[config.mk]
export PLATFORM = sky130hd
export DESIGN_NAME = mrc_front
export DESIGN_NICKNAME = d
export VERILOG_FILES = /design/src/hw/rtl/mrc_pkg.sv /design/src/hw/rtl/mrc_front.sv
export SDC_FILE = /design/constraint.sdc
export NUM_CORES = 1
export LEC_CHECK = 0
export ABC_AREA = 1
export BUFFER_PORTS_ARGS = -buffer_cell sky130_fd_sc_hd__buf_2
export CORE_MARGIN = 3
export CORE_UTILIZATION = 45
export DETAILED_ROUTE_END_ITERATION = 7
export GPL_ROUTABILITY_DRIVEN = 0
export PLACE_DENSITY_LB_ADDON = 0.15
export SLEW_MARGIN = 15
export SYNTH_ARGS = -nofsm -noshare
export SYNTH_HDL_FRONTEND = slang
export SYNTH_SLANG_ARGS = --single-unit
[constraint.sdc]
create_clock -name i_clk -period 4.5 [get_ports i_clk]
set_input_delay 0 -clock i_clk [delete_from_list [all_inputs] [get_ports i_clk]]
set_output_delay 0 -clock i_clk [all_outputs]
set_load 0.01 [all_outputs]
[src/hw/rtl/mrc_pkg.sv]
// Shared types and constants for the max reachable circle graph core.
// No dependencies; the other files except mrc_ram refer to it by scoped names.
package mrc_pkg;

    localparam int DEF_MAX_POINTS = 64;
    localparam int DEF_COORD_BITS = 16;
    localparam int IN_BITS        = 16;
    localparam int OUT_BITS       = 7;
    localparam int OUT_SAT        = 127;
    // point index as carried in the queue, wide enough for stores of up to 256 points
    localparam int IDX_BITS       = 8;

    typedef struct packed {
        logic [IN_BITS-1:0]  x;
        logic [IN_BITS-1:0]  y;
        logic [IN_BITS-1:0]  r;
        logic [IDX_BITS-1:0] idx;
        logic                store;
        logic                last;
        logic                ovf;
    } t_item;

    // queue to engine handshake
    typedef struct packed {
        logic  valid;
        t_item item;
    } t_qout;

endpackage

[src/hw/rtl/mrc_front.sv]
// Front end: accepts items, assigns store slots, tracks overflow, and
// queues classified items for the engine. Uses mrc_pkg.
module mrc_front #(
    parameter int MAX_POINTS = mrc_pkg::DEF_MAX_POINTS,
    parameter int COORD_BITS = mrc_pkg::DEF_COORD_BITS
) (
    input  logic                         i_clk,
    input  logic                         i_rst_n,
    input  logic                         start,
    output logic                         busy,
    input  logic [mrc_pkg::IN_BITS-1:0]  i_point_x,
    input  logic [mrc_pkg::IN_BITS-1:0]  i_point_y,
    input  logic [mrc_pkg::IN_BITS-1:0]  i_point_radius,
    input  logic                         i_last_point,
    output mrc_pkg::t_qout               o_q,
    input  logic                         i_pop
);

    localparam int N  = MAX_POINTS;
    localparam int IW = $clog2(N);
    localparam int CW = $clog2(N + 1);
    localparam int CB = (COORD_BITS < mrc_pkg::IN_BITS) ? COORD_BITS : mrc_pkg::IN_BITS;
    localparam logic [mrc_pkg::IN_BITS-1:0] MASK =
        mrc_pkg::IN_BITS'((33'd1 << CB) - 33'd1);

    logic [CW-1:0]  r_count, n_count;
    logic           r_ovf, n_ovf;
    mrc_pkg::t_item r_q [2];
    logic           r_wp, r_rp;
    logic [1:0]     r_num;
    logic           w_acc, w_store;
    mrc_pkg::t_item w_item;

    assign busy    = (r_num == 2'd2);
    assign w_acc   = start && !busy;
    assign w_store = (r_count < CW'(N));

    always_comb begin
        w_item.x     = i_point_x & MASK;
        w_item.y     = i_point_y & MASK;
        w_item.r     = i_point_radius & MASK;
        w_item.idx   = mrc_pkg::IDX_BITS'(r_count[IW-1:0]);
        w_item.store = w_store;
        w_item.last  = i_last_point;
        w_item.ovf   = r_ovf | !w_store;
        n_count      = r_count;
        n_ovf        = r_ovf;
        if (w_acc) begin
            if (i_last_point) begin
                n_count = '0;
                n_ovf   = 1'b0;
            end else begin
                n_ovf = w_item.ovf;
                if (w_store) begin
                    n_count = r_count + CW'(1);
                end
            end
        end
    end

    always_ff @(posedge i_clk) begin
        if (!i_rst_n) begin
            r_count <= '0;
            r_ovf   <= 1'b0;
            r_wp    <= 1'b0;
            r_rp    <= 1'b0;
            r_num   <= 2'd0;
        end else begin
            r_count <= n_count;
            r_ovf   <= n_ovf;
            if (w_acc) begin
                r_wp <= !r_wp;
            end
            if (i_pop) begin
                r_rp <= !r_rp;
            end
            r_num <= r_num + {1'b0, w_acc} - {1'b0, i_pop};
        end
    end

    always_ff @(posedge i_clk) begin
        if (w_acc) begin
            r_q[r_wp] <= w_item;
        end
    end

    assign o_q.valid = (r_num != 2'd0);
    assign o_q.item  = r_q[r_rp];

endmodule

==> impl_metrics.env <==
export IMPL_max_slew_worst_pin_slew_ps=1013
export IMPL_rr_endpoint="r_q[0][49]"
export IMPL_setup_viol=0
export IMPL_layout_common_cells="114 x edfxtp_1, 111 x buf_2, 52 x dlygate4sd3_1"
export IMPL_finalInstanceArea_mm2=0.006644
export IMPL_ff2ff_path_depth=5
export IMPL_instances_no_fill=588
export IMPL_clockBufferDepth=2
export IMPL_antenna_found_initial=0
export IMPL_layout_commonest_cell="edfxtp_1"
export IMPL_die_w_um=110
export IMPL_route_detailed_drc=0
export IMPL_drv_cap=0
export IMPL_whs_path_depth=2
export IMPL_grt_setup_unrepaired="false"
export IMPL_cts_tree="done"
export IMPL_hp_start="i_point_radius[5]"
export IMPL_grt_ovfl_total=0
export IMPL_rr_startpoint="r_num[0]"
export IMPL_postPlaceCellArea_mm2=0.005549
export IMPL_first_pass_iters=4
export IMPL_place_ws_ps=2235
export IMPL_endpoint_kind="flip-flop"
export IMPL_synthTopCellsByArea="edfxtp_1 70%, mux2_4 9.3%, mux2_2 6.2%"
export IMPL_grtUsageTotal_pct=14.80
export IMPL_syn_area_per_cell_um2=18.51
export IMPL_antenna_cells=0
export IMPL_finalWorstSetupSlack_ps=2320
export IMPL_cp_required_ps=4670
export IMPL_tns_ps=0
export IMPL_clkLatencyLatePin_ps=500
export IMPL_drt_initial_drc_count=146
export IMPL_cpMaxStageDelayCell="nor2_4"
export IMPL_n_fill_cell=791
export IMPL_synth_largest_area_cell="edfxtp_1"
export IMPL_drive_gt1_share_pct=46.24
export IMPL_cts_made_buffers=17
export IMPL_ant_nets=0
export IMPL_cts_clk_slew_worst_paths_ps=60
export IMPL_grt_max_degree=58
export IMPL_skew_ps=8.752
export IMPL_vias=2729
export IMPL_status="finished clean"
export IMPL_die_area_mm2=0.01210
export IMPL_reg2reg_slack_ps=2320
export IMPL_drt_wl_total_um=8530
export IMPL_die_y_um=110
export IMPL_syn_area_mm2=0.004867
export IMPL_peakVddDrop_mv=0.2911
export IMPL_fin_nets=495
export IMPL_syn_inst=263
export IMPL_holdCritPathClass="in -> reg"
export IMPL_power_density_mw_per_mm2=473.3
export IMPL_arrival_ps=2350
export IMPL_portBuffers=111
export IMPL_start_kind="flip-flop"
export IMPL_vias_per_cell=4.641
export IMPL_power_leakage_nw=2.622
export IMPL_yosysTopAreaCellShare_pct=70.33
export IMPL_dp_cells=504
export IMPL_cpPeakStageDelay_ps=780
export IMPL_clockRootBuffer="clkbuf_8"
export IMPL_core_area_mm2=0.01042
export IMPL_max_slew_margin_pct=32.31
export IMPL_h_tree_depth=4
export IMPL_wl_per_cell_um=14.51
export IMPL_synth_cell_types=22
export IMPL_critPathKind="reg -> reg"
export IMPL_min_period_over_period_pct=48.45
export IMPL_synth_seq_area_share_pct=75.68
export IMPL_area_growth_pct=36.50
export IMPL_fp_row_count=37
export IMPL_ys_warn_count=0
export IMPL_period_needed_ps=2180
export IMPL_grt_pass1_wl_um=13000
export IMPL_worstPathCellList="inv_1, nand2_2, nand2_4, nor2_4, buf_4"
export IMPL_start_util_pct=46.73
export IMPL_finalMaxSlewViolations=0
export IMPL_cts_sinks=127
export IMPL_hold_path_end="r_q[1][14]"
export IMPL_clock_fmax_mhz=458.7
export IMPL_dpl_hpwl_um=5260
export IMPL_boundaryPins=114
export IMPL_cts_setup_buffers=0
export IMPL_finalHoldViolCount=0
export IMPL_crit_fanout=34
export IMPL_first_global_vias=2709
export IMPL_synth_seq_cells=127
## synth_stat cells
cell type,number
nand2_1,14
nor2_1,13
o21a_1,1
dfxtp_1,13
buf_4,2
buf_6,5
buf_2,2
nand2_4,1
a21oi_1,7
inv_1,14
xnor2_1,2
nor2_4,1
ha_1,3
and3_2,1
nand3_1,6
conb_1,1
nand2_2,1
mux2_4,30
o21ai_0,4
mux2_2,27
or2_2,1
edfxtp_1,114
## flip-flops by register name (all words and copies together), names as in the netlist, named ones only
signal and count:
r_num 2, r_rp 1, r_wp 1, r_count 7, r_ovf 1, r_q 114
## worst max-delay path: cells and delay by family, from the launching register on
kind | cells | cell delay (ps)
buffers and inverters | 2 | 510
DFF | 1 | 340
and+or+nand+nor | 3 | 970
## cell families (layout without fill, tap and decap cells)
family                     after synthesis  count (layout)  share of synthesized area, %
DFF                                    127             127                         75.68
muxes                                   57              57                         15.50
and+or+nand+nor                         38              38                         3.574
buffers and inverters                   23             211                         2.750
AOI/OAI and AO/OA                       12              12                         1.285
adders and majority gates                3               3                        0.7713
xor gates and xnor gates                 2               2                        0.3600
other                                    1               2                       0.07705
## stage by stage
step / util, % / hold WS (ps) / power [mW]
after floorplan: - / 93.45 / 1.725
after global placement: 53.27 / 188.5 / 1.862
after detailed placement: 53.27 / 191.5 / 1.870
after CTS: 63.78 / 192.0 / 3.181
after global routing: 63.78 / 199.6 / 3.292
final: 63.78 / 220.0 / 3.144
## power breakdown
part / internal [mW] / switching [mW]
clock: 0.802 / 0.470
sequential: 1.41 / 0.0537
combinational: 0.211 / 0.196
## worst max-delay path by stage
| stage | startpoint | end | slack [ps] | depth (start not counted) |
|---|---|---|---|---|
| finish | r_num[0] | r_q[0][49] | 2320 | 5 |
| global route | r_num[0] | r_q[0][49] | 2120 | 5 |
| CTS | r_num[0] | r_q[0][55] | 2220 | 5 |
| floorplan | r_num[0] | r_q[1][0] | 1070 | 4 |
| global placement | r_num[0] | r_q[0][46] | 2260 | 5 |
| detailed placement | r_num[0] | r_q[0][55] | 2230 | 5 |
## what timing repair did
action,4_1_cts,5_1_grt
hold endpoints to repair,111,0
hold buffers,52,0
gates resized for setup,0,0
## area by class of cell
type / instances / area (um^2) / area share [%]
multi-input combinational: 114 / 1069 / 16.08
sequential: 127 / 3687 / 55.50
tap: 136 / 170.2 / 2.561
clock inverter: 13 / 142.6 / 2.147
clock buffer: 19 / 431.7 / 6.497
timing repair buffer: 165 / 1091 / 16.42
inverter: 14 / 52.55 / 0.7910
## layer usage
layer  GRT usage, %  up-vias  part of all wire, %
met5              0        -                    0
li1               -     1329                    -
met3          5.009        7                  5.3
met1          18.10     1322                   44
met4          5.076        0                 0.82
met2          24.65       71                   49
Power figures use the tool's default switching activity.
